<file path="src/hdl/tkl_pkg.sv">
// Shared types and constants for the tensor KL nearest-center block.
// No dependencies.
`timescale 1ns / 1ps

package tkl_pkg;

    localparam int CENTERS_DEF = 8;
    localparam int SCALES_DEF  = 4;
    localparam int CENTER_W    = 3;
    localparam int SCALE_W     = 2;
    localparam int SUM_W       = 40;
    localparam logic [SUM_W-1:0] SUM_MAX = {SUM_W{1'b1}};
    localparam int ACT_W       = 4;
    localparam logic [ACT_W-1:0] ACT_RESET = 4'd8;

    localparam logic REQ_LOAD     = 1'b0;
    localparam logic REQ_CLASSIFY = 1'b1;

    localparam logic [1:0] ELEM_A = 2'd0;
    localparam logic [1:0] ELEM_B = 2'd1;
    localparam logic [1:0] ELEM_C = 2'd2;

    // controller to datapath
    typedef struct packed {
        logic       capture;     // latch the request
        logic       store_we;    // write element of a load
        logic [1:0] store_elem;  // element being read or written
        logic       store_rd;    // issue read of current center
        logic       prod_s1;     // first multiply step
        logic       prod_s2;     // second multiply step
        logic       det_s;       // form det1 (first pass)
        logic       div_start;   // launch both divisions
        logic       accum;       // fold term into sum
        logic       pick_init;   // start min search
        logic       pick_step;   // compare one sum
        logic       emit;        // present result
        logic       clear_step;  // zero one sum
    } tkl_cmd_t;

    // datapath to controller
    typedef struct packed {
        logic div_done;
    } tkl_sts_t;

endpackage

</file>
<file path="src/hdl/tkl_ctrl.sv">
// Controller state machine: sequences loads, per-center KL terms, min search, clear.
// Uses tkl_pkg.
`timescale 1ns / 1ps

module tkl_ctrl
    import tkl_pkg::*;
#(
    parameter int CENTERS = CENTERS_DEF,
    parameter int SCALES  = SCALES_DEF,
    localparam int CIDX_W = (CENTERS > 1) ? $clog2(CENTERS) : 1
) (
    input  logic               clk,
    input  logic               rst_n,
    input  logic               start,
    input  logic               req_type,
    input  logic [CENTER_W-1:0] center_sel,
    input  logic [SCALE_W-1:0] scale_sel,
    input  logic               last_scale,
    input  logic [ACT_W-1:0]   active_centers,
    input  tkl_sts_t           sts,
    output tkl_cmd_t           cmd,
    output logic [CIDX_W-1:0]  cur_center,
    output logic               in_range,
    output logic               busy
);

    localparam logic [3:0] ST_IDLE  = 4'd0;
    localparam logic [3:0] ST_LOAD  = 4'd1;
    localparam logic [3:0] ST_DET1  = 4'd2;
    localparam logic [3:0] ST_RD    = 4'd3;
    localparam logic [3:0] ST_WAIT  = 4'd4;
    localparam logic [3:0] ST_P1    = 4'd5;
    localparam logic [3:0] ST_P2    = 4'd6;
    localparam logic [3:0] ST_NUM   = 4'd7;
    localparam logic [3:0] ST_DIV   = 4'd8;
    localparam logic [3:0] ST_ACC   = 4'd9;
    localparam logic [3:0] ST_PICK  = 4'd10;
    localparam logic [3:0] ST_EMIT  = 4'd11;
    localparam logic [3:0] ST_CLR   = 4'd12;
    localparam logic [3:0] ST_DW    = 4'd13;

    logic [3:0]        state_reg, state_next;
    logic [1:0]        elem_reg, elem_next;
    logic [CIDX_W-1:0] ctr_reg, ctr_next;
    logic              last_reg, last_next;
    logic              rng_reg, rng_next;
    logic [CIDX_W-1:0] n_last;   // index of last active center
    logic [6:0]        n_eff;
    logic              load_ok;

    always_comb
    begin
        if (active_centers == '0)
        begin
            n_eff = 7'd1;
        end
        else if (7'(active_centers) > 7'(CENTERS))
        begin
            n_eff = 7'(CENTERS);
        end
        else
        begin
            n_eff = 7'(active_centers);
        end
        n_last = CIDX_W'(n_eff - 7'd1);
        load_ok = (32'(center_sel) < CENTERS) && (32'(scale_sel) < SCALES);
    end

    always_comb
    begin
        state_next = state_reg;
        elem_next  = elem_reg;
        ctr_next   = ctr_reg;
        last_next  = last_reg;
        rng_next   = rng_reg;
        cmd        = '0;
        cmd.store_elem = elem_reg;
        case (state_reg)
            ST_IDLE:
            begin
                if (start)
                begin
                    cmd.capture = 1'b1;
                    elem_next   = ELEM_A;
                    ctr_next    = '0;
                    last_next   = last_scale;
                    rng_next    = 32'(scale_sel) < SCALES;
                    if (req_type == REQ_LOAD)
                    begin
                        state_next = load_ok ? ST_LOAD : ST_IDLE;
                    end
                    else if (32'(scale_sel) < SCALES)
                    begin
                        state_next = ST_DET1;
                    end
                    else
                    begin
                        state_next = last_scale ? ST_PICK : ST_IDLE;
                    end
                end
            end
            ST_LOAD:
            begin
                cmd.store_we = 1'b1;
                elem_next = elem_reg + 2'd1;
                if (elem_reg == ELEM_C)
                begin
                    state_next = ST_IDLE;
                end
            end
            ST_DET1:
            begin
                cmd.det_s  = 1'b1;
                elem_next  = ELEM_A;
                state_next = ST_RD;
            end
            ST_RD:
            begin
                cmd.store_rd = 1'b1;
                elem_next = elem_reg + 2'd1;
                if (elem_reg == ELEM_C)
                begin
                    state_next = ST_WAIT;
                end
            end
            ST_WAIT:
            begin
                state_next = ST_P1;
            end
            ST_P1:
            begin
                cmd.prod_s1 = 1'b1;
                state_next  = ST_P2;
            end
            ST_P2:
            begin
                cmd.prod_s2 = 1'b1;
                state_next  = ST_NUM;
            end
            ST_NUM:
            begin
                state_next = ST_DW;
            end
            ST_DW:
            begin
                cmd.div_start = 1'b1;
                state_next    = ST_DIV;
            end
            ST_DIV:
            begin
                if (sts.div_done)
                begin
                    state_next = ST_ACC;
                end
            end
            ST_ACC:
            begin
                cmd.accum = 1'b1;
                elem_next = ELEM_A;
                if (ctr_reg == n_last)
                begin
                    ctr_next   = '0;
                    state_next = last_reg ? ST_PICK : ST_IDLE;
                end
                else
                begin
                    ctr_next   = ctr_reg + 1'b1;
                    state_next = ST_RD;
                end
            end
            ST_PICK:
            begin
                // first cycle loads center zero, then walk the rest
                if (ctr_reg == '0)
                begin
                    cmd.pick_init = 1'b1;
                end
                else
                begin
                    cmd.pick_step = 1'b1;
                end
                if (ctr_reg == n_last)
                begin
                    ctr_next   = '0;
                    state_next = ST_EMIT;
                end
                else
                begin
                    ctr_next = ctr_reg + 1'b1;
                end
            end
            ST_EMIT:
            begin
                cmd.emit   = 1'b1;
                state_next = ST_CLR;
            end
            ST_CLR:
            begin
                cmd.clear_step = 1'b1;
                if (32'(ctr_reg) == CENTERS - 1)
                begin
                    ctr_next   = '0;
                    state_next = ST_IDLE;
                end
                else
                begin
                    ctr_next = ctr_reg + 1'b1;
                end
            end
            default:
            begin
                state_next = ST_IDLE;
            end
        endcase
    end

    always_ff @(posedge clk or negedge rst_n)
    begin
        if (!rst_n)
        begin
            state_reg <= ST_IDLE;
            elem_reg  <= '0;
            ctr_reg   <= '0;
            last_reg  <= 1'b0;
            rng_reg   <= 1'b0;
        end
        else
        begin
            state_reg <= state_next;
            elem_reg  <= elem_next;
            ctr_reg   <= ctr_next;
            last_reg  <= last_next;
            rng_reg   <= rng_next;
        end
    end

    assign cur_center = ctr_reg;
    assign in_range   = rng_reg;
    assign busy       = (state_reg != ST_IDLE);

endmodule

</file>
<file path="config.mk">
export PLATFORM = sky130hd
export DESIGN_NAME = tkl_ctrl
export DESIGN_NICKNAME = d
export VERILOG_FILES = /design/src/hdl/tkl_pkg.sv /design/src/hdl/tkl_ctrl.sv
export SDC_FILE = /design/constraint.sdc
export NUM_CORES = 1
export LEC_CHECK = 0
export BUFFER_PORTS_ARGS = -buffer_cell sky130_fd_sc_hd__buf_4
export CELL_PAD_IN_SITES_DETAIL_PLACEMENT = 0
export CELL_PAD_IN_SITES_GLOBAL_PLACEMENT = 1
export CORE_MARGIN = 2
export CORE_UTILIZATION = 35
export DETAILED_ROUTE_END_ITERATION = 10
export PLACE_DENSITY = 0.79
export SYNTH_ARGS = -nofsm -noshare
export SYNTH_HDL_FRONTEND = slang
export SYNTH_SLANG_ARGS = --single-unit
</file>
<file path="constraint.sdc">
create_clock -name clk -period 4.1 [get_ports clk]
set_clock_uncertainty 0.15 [all_clocks]
set_input_delay 0.615 -clock clk [delete_from_list [all_inputs] [get_ports clk]]
set_output_delay 0.615 -clock clk [all_outputs]
set_load 0.05 [all_outputs]
</file>
# After elaboration in Yosys (flattened, before gate mapping)
# Cells that the tools add are included.
[word_totals]
wordCells = 76
ff_bits = 11
in_bits = 15
output_inout_bits = 19
[op_classes]
eq_ne = 22
muxes = 32
reduce_logical = 13
add_sub_neg = 3
magnitude_cmp = 1
[op_table]
columns = ["op", "n"]
rows = [
  ["$pmux W4 S14", 1],
  ["$mux W4", 8],
  ["$eq A4 B4 Y1 const B", 6],
  ["$eq A4 B3 Y1 const B", 4],
  ["$mux W3", 5],
  ["$mux W1", 13],
  ["$ne A2 B2 Y1 const B", 6],
  ["$pmux W3 S3", 1],
  ["$eq A4 B2 Y1 const B", 2],
  ["$logic_not A4 Y1", 2],
  ["$mux W2", 3],
  ["$pmux W2 S3", 1],
  ["$reduce_and A2 Y1", 3],
  ["$reduce_and A6 Y1", 1],
  ["$reduce_bool A3 Y1", 2],
  ["$reduce_or A2 Y1", 3],
  ["$eq A4 B1 Y1 const B", 1],
  ["$gt A4 B4 Y1 const B", 1],
  ["$reduce_bool A4 Y1", 1],
  ["$add A3 B1 Y3 const B", 1],
  ["$eq A3 B3 Y1", 1],
  ["$eq A3 B3 Y1 const B", 1],
  ["$logic_not A3 Y1", 1],
  ["$sub A3 B1 Y3 const B", 1],
  ["other kinds (2)", 2],
]

# Logic depth before layout (Yosys ltp)
# Gate-level depths: netlist (run 1).
[depth]
depth_word = 7
ltp_mapped = 9
depth_no_buf = 8

# Worst setup path before layout (run 1)
# No wires, ideal clock.
[synth_path]
path_kind = "register to output"
start = "reg ctr_reg[0] (netlist: cur_center[0])"
end = "out cmd[2] (netlist bit)"
t_arrival_ns = 2.245
stages_incl_launch_ff = 4
path_buffers = 0
setup_slack_ns = 1.090
path_cell_list = "dfrtp_1 inv_1 ha_1 a211oi_1"
[synth_rtl]
columns = ["element", "line", "rtl"]
rows = [
  ["start, declared", "tkl_ctrl.sv:44", "logic [CIDX_W-1:0] ctr_reg, ctr_next;"],
  ["start signal, assigned", "tkl_ctrl.sv:231", "ctr_reg <= ctr_next;"],
  ["end, declared", "tkl_ctrl.sv:21", "output tkl_cmd_t cmd,"],
]

# Final worst setup path (run 1)
[layout_path]
start = "in active_centers[1]"
end = "reg ctr_reg[0] (netlist: cur_center[0])"
[layout_via]
elab_chain_len = 7
elab_cells_between_ends = 8
cone_classes = "add/sub: 1; order compare: 1; eq/ne: 1; mux: 4; reduce/logical: 1"
[layout_rtl]
columns = ["element", "line", "rtl"]
rows = [
  ["start, declared", "tkl_ctrl.sv:19", "input logic [ACT_W-1:0] active_centers,"],
  ["$gt A4 B4 Y1", "tkl_ctrl.sv:57", "else if (7'(active_centers) > 7'(CENTERS))"],
  ["$mux W3", "tkl_ctrl.sv:57", ""],
  ["$mux W3 (*)", "tkl_ctrl.sv:53", "if (active_centers == '0)"],
  ["$sub A3 B1 Y3 (*)", "tkl_ctrl.sv:65", "n_last = CIDX_W'(n_eff - 7'd1);"],
  ["$eq A3 B3 Y1 (*)", "tkl_ctrl.sv:160, tkl_ctrl.sv:182", ""],
  ["$mux W3 (*)", "tkl_ctrl.sv:160, tkl_ctrl.sv:182", ""],
  ["$pmux W3 S3 (*)", "tkl_ctrl.sv:78", "case (state_reg)"],
]
# Every way passes the cells marked *; elsewhere a longest branch is shown, timed or not.
# A chain may end at the register's enable or synchronous reset.

==> results.cfg, run 1 <==
[critical_path]
worst-path-buf-inv = 1
reg2regPathDepth = 5
r2r_start = cur_center[2]
cp_top_family = simple AND/OR/NAND/NOR gates
crit_top_cell = xnor2_1
crit_slowest_cell = or4b_1
cp-end-kind = flop
critical-path-max-stage-delay_ns = 0.66
r2r_slack_ns = 1.93
r2r_end = cur_center[0]
cp.required_ns = 4.10
cp_cell_sequence = buf_4 > o21bai_1 > nand2_1 > ha_1 > xnor2_1 > xnor2_1 > or4b_1 > a21o_1 > mux2_4
path_max_fanout = 6
cp-start-kind = input pin
criticalPathCategory = in -> reg
worstPathArrival_ns = 2.66

[grt]
first_global_vias = 739
grt_pass1_wl_um = 3440
grt_remaining_overflow = 0
grtUsageTotal = 0.161
antenna_found_initial = 0
grt_start_max_net_pins = 22

[timing]
hold_violations = 0
max_freq_mhz = 375
setup-tns-final_ns = 0
hold_slack_ns = 0.0202
grt_setup_unrepaired = no
fin_crit_sh = 0.650
timing.final.crit_period_ns = 2.66
final_max_slew_viol_count = 0
worst_slew_pin_slew_ns = 0.609
maxSlewHeadroom = 0.594
setup_viol = 0

[yosys]
synth_enable_flop_cells = 0
seq_area_frac_synth = 0.306
yosys_most_used_dff = dfrtp_1
synth_top_family_by_area = simple AND/OR/NAND/NOR gates
synth-seq-cells = 11
postSynthAreaPerCell_um2 = 7.95
synth_cell_types = 37
ys_warn_count = 0
synth_fa_ha_area_frac = 0.0696
synth_mux_area_frac = 0.0529
synth_xor_area_frac = 0.0390
synthCells = 113
synth.cell_area_um2 = 898
syn-num-nets = 133
synth_compound_area_frac = 0.212
async_flop_share = 1.00
synth-simple-area-share = 0.251

[die]
die_w_um = 54.7
initial_core_util = 0.366
die_h_um = 54.7
fp.dieArea_um2 = 2990
rows = 18
core_area_um2 = 2450
io_pins = 34

[clocking]
cts_made_buffers = 3
clkLatencyLatePin_ns = 0.26
h-tree-depth = 1
cts_tree = done
ctsHoldBuffers = 0
clkTransAtPathRegs_ns = 0.07
cts_buffer_depth = 2
clock-sinks = 11
cts_setup_buffers = 0
cts-resized-gates = 0
root_buffer = clkbuf_4

[final_layout]
nets = 157
fin_area_um2 = 1140
drive_gt1_frac = 0.279
area_growth_pct = 26.5
num_antenna_cells = 0
fill_cells = 265
final_cell_mix = buf_4 (28), nand2_1 (11), dfrtp_1 (11), nor2_1 (10), a21oi_1 (9)
largest_reg_flops = 4
final_common_cell = buf_4

[drt]
drc = 0
dr.pass1.iters = 4
vias = 910
post_drt_wl_per_cell_um = 13.2
ant_nets = 0
viasPerCell = 5.48
drt_iter0_drc = 24
routed_wl_um = 2190

[pwr]
irDropWorstVdd_v = 0.000457
powerDensity_nw_per_um2 = 870
p_leak_nw = 0.553

[outcome]
status = finished, final reports clean

[place]
hpwl_um = 1660
placed_cell_area_um2 = 1110
gp_congestion = 0.861
io_buffers = 28

[job]
maxCapViolCount = 0

[worst_hold_path]
hold_class = in -> async
==> final cells by class <==
class / instances / area (µm²) / area share
Multi-Input combinational cell: 86 / 561 / 0.493
Sequential cell: 11 / 275 / 0.242
Timing Repair Buffer: 28 / 210 / 0.185
Tap cell: 30 / 37.5 / 0.0330
Clock buffer: 4 / 26.3 / 0.0231
Inverter: 7 / 26.3 / 0.0231
==> synthesized netlist by cell type (all sizes together), types with 2 or more instances <==
master / instances / area share
a22o: 2 / 0.021
a21bo: 2 / 0.022
inv: 7 / 0.029
buf: 3 / 0.015
a21o: 2 / 0.017
o21ai: 2 / 0.011
o22ai: 3 / 0.021
xnor2: 3 / 0.029
nor3: 7 / 0.039
nor4: 2 / 0.014
nor2b: 2 / 0.014
clkbuf: 6 / 0.025
nand2: 11 / 0.046
o21bai: 2 / 0.017
nand2b: 5 / 0.035
a21oi: 9 / 0.050
dfrtp: 11 / 0.31
ha: 5 / 0.070
nor2: 10 / 0.042
nand3: 3 / 0.017
mux2: 3 / 0.042
==> worst register-to-register path, cell delays in order (launching register included) <==
cell	delay [ns]
dfrtp_1	0.43
xnor2_1	0.21
xnor2_1	0.11
or4b_1	0.66
a21o_1	0.24
mux2_4	0.26
==> per-layer routing <==
layer | routed length [µm] | global-route usage
met1 | 1000 | 0.236
met3 | 170 | 0.0410
met5 | 0 | 0
met2 | 1020 | 0.238
met4 | 0 | 0.0250
==> stage by stage <==
| step | util | instances | power, W | setup slack, ns |
|---|---|---|---|---|
| 4_1_cts | 0.463 | 166 | 0.000993 | 1.43 |
| 5_1_grt | 0.463 | 166 | 0.00106 | 1.35 |
| 3_5_place_dp | 0.452 | 162 | 0.000916 | 1.15 |
| 3_3_place_gp | 0.452 | 162 | 0.000905 | 1.21 |
| 6_report | 0.463 | 166 | 0.000989 | 1.44 |
| 2_1_floorplan | - | 113 | 0.000754 | 1.09 |
==> how the worst max path moves through the flow <==
stage / startpoint / to / slack [ns] / depth (start not counted)
floorplan: cur_center[0] / cmd[2] / 1.09 / 3
global placement: active_centers[1] / cur_center[0] / 1.21 / 9
detailed placement: active_centers[1] / cur_center[0] / 1.15 / 9
CTS: active_centers[1] / cur_center[0] / 1.43 / 9
global route: state_reg[3] / cmd[4] / 1.35 / 3
finish: active_centers[1] / cur_center[0] / 1.44 / 9
==> cells by family (layout without fill, tap and decap cells) <==
group	count (synthesis)	in the layout
XOR/XNOR	4	4
adder cells (fa/ha/maj)	5	5
flip-flops	11	11
multiplexers	4	4
buffers and inverters	16	39
AO/OA/AOI/OAI	28	28
AND/OR/NAND/NOR	45	45
==> where the power goes <==
group | switching [W] | total, W | leakage [nW] | internal, W
combinational | 0.000398 | 0.000644 | 0.402 | 0.000246
clock | 0.0000348 | 0.0000724 | 0.0150 | 0.0000376
sequential | 0.000116 | 0.000272 | 0.135 | 0.000156
(Power assumes the default switching activity.)
==> inputs of run 2 (changes only) <==
- ABC_AREA: default -> 1
- CORE_UTILIZATION: 35 -> 29
- PLACE_DENSITY: 0.79 -> 0.74
- clock period: 4.1 -> 2.3 ns (I/O delays scaled with it)
==> results.cfg, run 2 <==
[outcome]
status = finished, final reports clean

[final_layout]
area_growth_pct = 34.2
instances_no_fill = 193
nets = 183
drive_gt1_frac = 0.302
final_common_cell = nand2_1
final_cell_mix = nand2_1 (41), buf_4 (28), inv_1 (18), nor2_1 (13), dfrtp_1 (11)
largest_reg_flops = 4
num_antenna_cells = 0

[timing]
setup-tns-final_ns = 0
timing.final.crit_period_ns = 2.13
grt_setup_unrepaired = no
fin_crit_sh = 0.927
hold_slack_ns = 0.120
final_max_slew_viol_count = 0
setup_viol = 0
max_freq_mhz = 469
worst_slew_pin_slew_ns = 0.281
maxSlewHeadroom = 0.812
setup_ws_ns = 0.169
hold_violations = 0

[pwr]
p_switching_w = 0.000796
power_frac_seq = 0.240
clock_power_share = 0.093
switching_share = 0.564
pwr-share-comb = 0.668
internal_power_w = 0.000615
powerDensity_nw_per_um2 = 1230
irDropWorstVdd_v = 0.000768
p_leak_nw = 0.643
power.total_w = 0.00141

[clocking]
cts_tree = done
h-tree-depth = 1
cts_buffer_depth = 2
clock-sinks = 11
clkLatencyLatePin_ns = 0.27
root_buffer = clkbuf_4
clkTransAtPathRegs_ns = 0.07
cts_made_buffers = 3

[drt]
post_drt_wl_per_cell_um = 10.6
routed_wl_um = 2040
vias = 897
dr.pass1.iters = 4
drt_iter0_drc = 19
ant_nets = 0
drc = 0
viasPerCell = 4.65

[yosys]
async_flop_share = 1.00
synthCells = 129
synth_top_cells_by_count = nand2_1 (41), inv_1 (18), nor2_1 (14), dfrtp_1 (11), o21ai_0 (6)
synth_top_area_frac = 0.323
synth_cell_types = 24
yosys-top-cells-area = dfrtp_1 (32%), nand2_1 (18%), inv_1 (7.9%)
synth.cell_area_um2 = 853
seq_area_frac_synth = 0.323
yosysMostFrequentCell = nand2_1
ys_warn_count = 0
synth_enable_flop_cells = 0
postSynthAreaPerCell_um2 = 6.61
syn-num-nets = 149
synth-seq-cells = 11
synth.largest_area_cell = dfrtp_1
yosys_most_used_dff = dfrtp_1

[critical_path]
worstPathArrival_ns = 1.64
reg2regPathDepth = 10
r2r_start = cur_center[2]
cp-start-kind = flop
criticalPathCategory = reg -> out
startpoint = state_reg[3]
cp-end-kind = primary output
path_max_fanout = 6
cp.required_ns = 1.80

[grt]
first_global_vias = 789
grt_remaining_overflow = 0
grt_pass1_wl_um = 3420
antenna_found_initial = 0
grtUsageTotal = 0.132
grt_start_max_net_pins = 12

[die]
core_area_um2 = 2780
io_pins = 34
initial_core_util = 0.307
rows = 19
die_w_um = 58.2
fp.dieArea_um2 = 3390
die_h_um = 58.2

[place]
place_ws_ns = 0.166
post-place-cells = 188
hpwl_um = 1740
io_buffers = 28
gp_congestion = 0.839

[worst_hold_path]
hold_class = in -> reg
hp-start = last_scale
min_delay_path_depth = 3

[job]
maxCapViolCount = 0
==> run 2: path summary, 6_finish.rpt <==
| path | endpoint | slack (ns) |
|---|---|---|
| worst max register to register | state_reg[3] | 0.63 |
| worst min-delay path | last_reg | 0.12 |
| min in group asynchronous | in_range | 0.28 |
| max in group asynchronous | state_reg[2] | 1.57 |
| worst max-delay path | cmd[2] | 0.17 |
| worst min register to register | in_range | 0.35 |
==> run 2: kinds of logic (layout without fill, tap and decap cells) <==
group / count (synthesis) / after routing / share of synthesized area
adders and majority gates: 5 / 5 / 0.0733
buffers and inverters: 23 / 56 / 0.101
and+or+nand+nor: 71 / 71 / 0.362
xor gates and xnor gates: 1 / 1 / 0.0103
DFF: 11 / 11 / 0.323
AOI/OAI and AO/OA: 18 / 18 / 0.131
==> run 2: area by class of cell <==
cell class,count,area (µm²)
clock buffers,4,26.3
repair buffers,29,220
multi-input cells,95,498
flip-flops and latches,11,275
fillers,304,1640
well taps,31,38.8
inverters,23,86.3
==> run 2: worst max-delay path, stage by stage, from the launching register on <==
cell     delay (ns)
dfrtp_1        0.44
inv_1          0.09
nor2_2         0.16
inv_2          0.10
nor2_2         0.17
inv_1          0.09
a21oi_2        0.11
buf_4          0.20
==> run 2: metal layers <==
| layer | track usage | up-vias | routed length, µm |
|---|---|---|---|
| met5 | 0 | - | 0 |
| met4 | 0.0598 | 0 | 29 |
| met3 | 0.0156 | 4 | 100 |
| met2 | 0.200 | 22 | 934 |
| met1 | 0.187 | 397 | 977 |
| li1 | - | 474 | - |
==> run 2: per-stage QoR <==
stage | utilization | area, µm²
global placement | 0.398 | 1110
finish | 0.412 | 1140
floorplan | - | 857
CTS | 0.411 | 1140
detailed placement | 0.398 | 1110
global route | 0.412 | 1140
==> run 2: power by group through the flow <==
| stage | Clock (W) | Sequential [W] | Combinational, W |
|---|---|---|---|
| after floorplan | 0 | 0.000410 | 0.000631 |
| after global placement | 0 | 0.000339 | 0.000942 |
| after detailed placement | 0 | 0.000340 | 0.000944 |
| after CTS | 0.000137 | 0.000336 | 0.000949 |
| after global routing | 0.000140 | 0.000350 | 0.00104 |
| final | 0.000131 | 0.000338 | 0.000942 |
==> run 2: repair_timing <==
item,in CTS,in global routing
setup endpoints to repair,0,1
hold buffers,1,0
gates resized for setup,0,1
buffers inserted,0,0
hold endpoints to repair,11,0
==> inputs of run 3 (changes only) <==
- RECOVER_POWER: default -> 100
==> results.cfg, run 3 (synthesis results as in run 2) <==
[job]
maxCapViolCount = 0

[critical_path]
worstPathArrival_ns = 1.64
cp-end-kind = primary output
cp.required_ns = 1.80
path_max_fanout = 6
criticalPathCategory = reg -> out
crit_top_cell = inv_1
cp_cell_sequence = inv_1 > nor2_1 > inv_1 > nor2_2 > inv_1 > nor2_1 > clkbuf_2
critical-path-max-stage-delay_ns = 0.45
cp-start-kind = flop
crit_slowest_cell = dfrtp_1

[pwr]
power_frac_seq = 0.254
internal_power_w = 0.000550
p_switching_w = 0.000773
switching_share = 0.584
irDropWorstVdd_v = 0.000717
pwr-share-comb = 0.646
p_leak_nw = 0.595
powerDensity_nw_per_um2 = 1240
clock_power_share = 0.100

[die]
die_h_um = 58.2
io_pins = 34
rows = 19
fp.dieArea_um2 = 3390
die_w_um = 58.2
core_area_um2 = 2780
initial_core_util = 0.307

[timing]
timing.final.crit_period_ns = 2.13
final_max_slew_viol_count = 0
maxSlewHeadroom = 0.602
hold_violations = 0
setup_viol = 0
grt_setup_unrepaired = no
max_freq_mhz = 469
fin_crit_sh = 0.927
setup_ws_ns = 0.168
worst_slew_pin_slew_ns = 0.597
setup-tns-final_ns = 0

[final_layout]
multi_input_area_um2 = 482
final_cell_mix = nand2_1 (42), inv_1 (19), nor2_1 (15), dfrtp_1 (11), clkbuf_1 (10)
fill_cells = 322
drive_gt1_frac = 0.204
largest_reg_flops = 4
area_growth_pct = 25.2
num_antenna_cells = 0
regArea_um2 = 275
nets = 183
final_common_cell = nand2_1

[drt]
ant_nets = 0
post_drt_wl_per_cell_um = 10.5
routed_wl_um = 2030
drt_iter0_drc = 31
drc = 0
vias = 908
dr.pass1.iters = 4
viasPerCell = 4.70

[grt]
first_global_vias = 789
antenna_found_initial = 0
grt_remaining_overflow = 0
grt_start_max_net_pins = 12
grtUsageTotal = 0.132
grt_pass1_wl_um = 3420

[clocking]
cts_tree = done
clkTransAtPathRegs_ns = 0.07
clkLatencyLatePin_ns = 0.27
cts_buffer_depth = 2
clock-sinks = 11
cts_made_buffers = 3
root_buffer = clkbuf_4
h-tree-depth = 1

[place]
gp_congestion = 0.839
io_buffers = 28
place_ws_ns = 0.166
hpwl_um = 1740

[outcome]
status = finished, final reports clean

[worst_hold_path]
hold_class = in -> reg
## run 3: area by class of cell
| type | count | share of cell area |
|---|---|---|
| multi-input combinational | 95 | 0.451 |
| sequential | 11 | 0.258 |
| timing repair buffer | 29 | 0.150 |
| inverter | 23 | 0.0808 |
| tap | 31 | 0.0363 |
| clock buffer | 4 | 0.0246 |
## run 3: path summary, 6_finish.rpt
| check | start | end | slack (ns) | depth (start not counted) |
|---|---|---|---|---|
| max in group asynchronous | rst_n | state_reg[2] | 1.18 | 2 |
| min in group asynchronous | rst_n | in_range | 0.43 | 2 |
| setup reg to reg | cur_center[2] | state_reg[2] | 0.45 | 9 |
| hold / removal | last_scale | last_reg | 0.12 | 3 |
| hold reg to reg | in_range | in_range | 0.34 | 1 |
| setup / recovery | state_reg[1] | cmd[3] | 0.17 | 7 |
## run 3: power by group through the flow
stage	Clock, W	Combinational [W]	Sequential, W
CTS	0.000137	0.000949	0.000336
global placement	0	0.000942	0.000339
global route	0.000140	0.000948	0.000347
finish	0.000133	0.000855	0.000335
detailed placement	0	0.000944	0.000340
floorplan	0	0.000631	0.000410
## run 3: per-layer routing
metal	track usage	part of all wire	vias to the layer above
li1	-	-	474
met1	0.187	0.47	405
met2	0.200	0.45	25
met3	0.0156	0.066	4
met4	0.0598	0.014	0
met5	0	0	-
## run 3: per-stage QoR
step	hold WS [ns]	utilization	power (W)	instances	instance area (µm²)
floorplan	-0.101	-	0.00104	129	857
global placement	0.0383	0.398	0.00128	188	1110
detailed placement	0.0409	0.398	0.00128	188	1110
CTS	0.117	0.411	0.00142	193	1140
global route	0.144	0.384	0.00144	193	1070
finish	0.117	0.384	0.00132	193	1070
## run 3: what timing repair did
| action | CTS | global route |
|---|---|---|
| setup buffers | 0 | 0 |
| hold buffers | 1 | 0 |
| hold endpoints to repair | 11 | 0 |
| endpoints found under the setup margin | 0 | 1 |
| gates resized for setup | 0 | 1 |
## run 3: critical path, delay by kind of cell (launching register included)
family                 cells  cell delay [ns]
buffers and inverters      4             0.57
DFF                        1             0.45
and+or+nand+nor            3             0.35
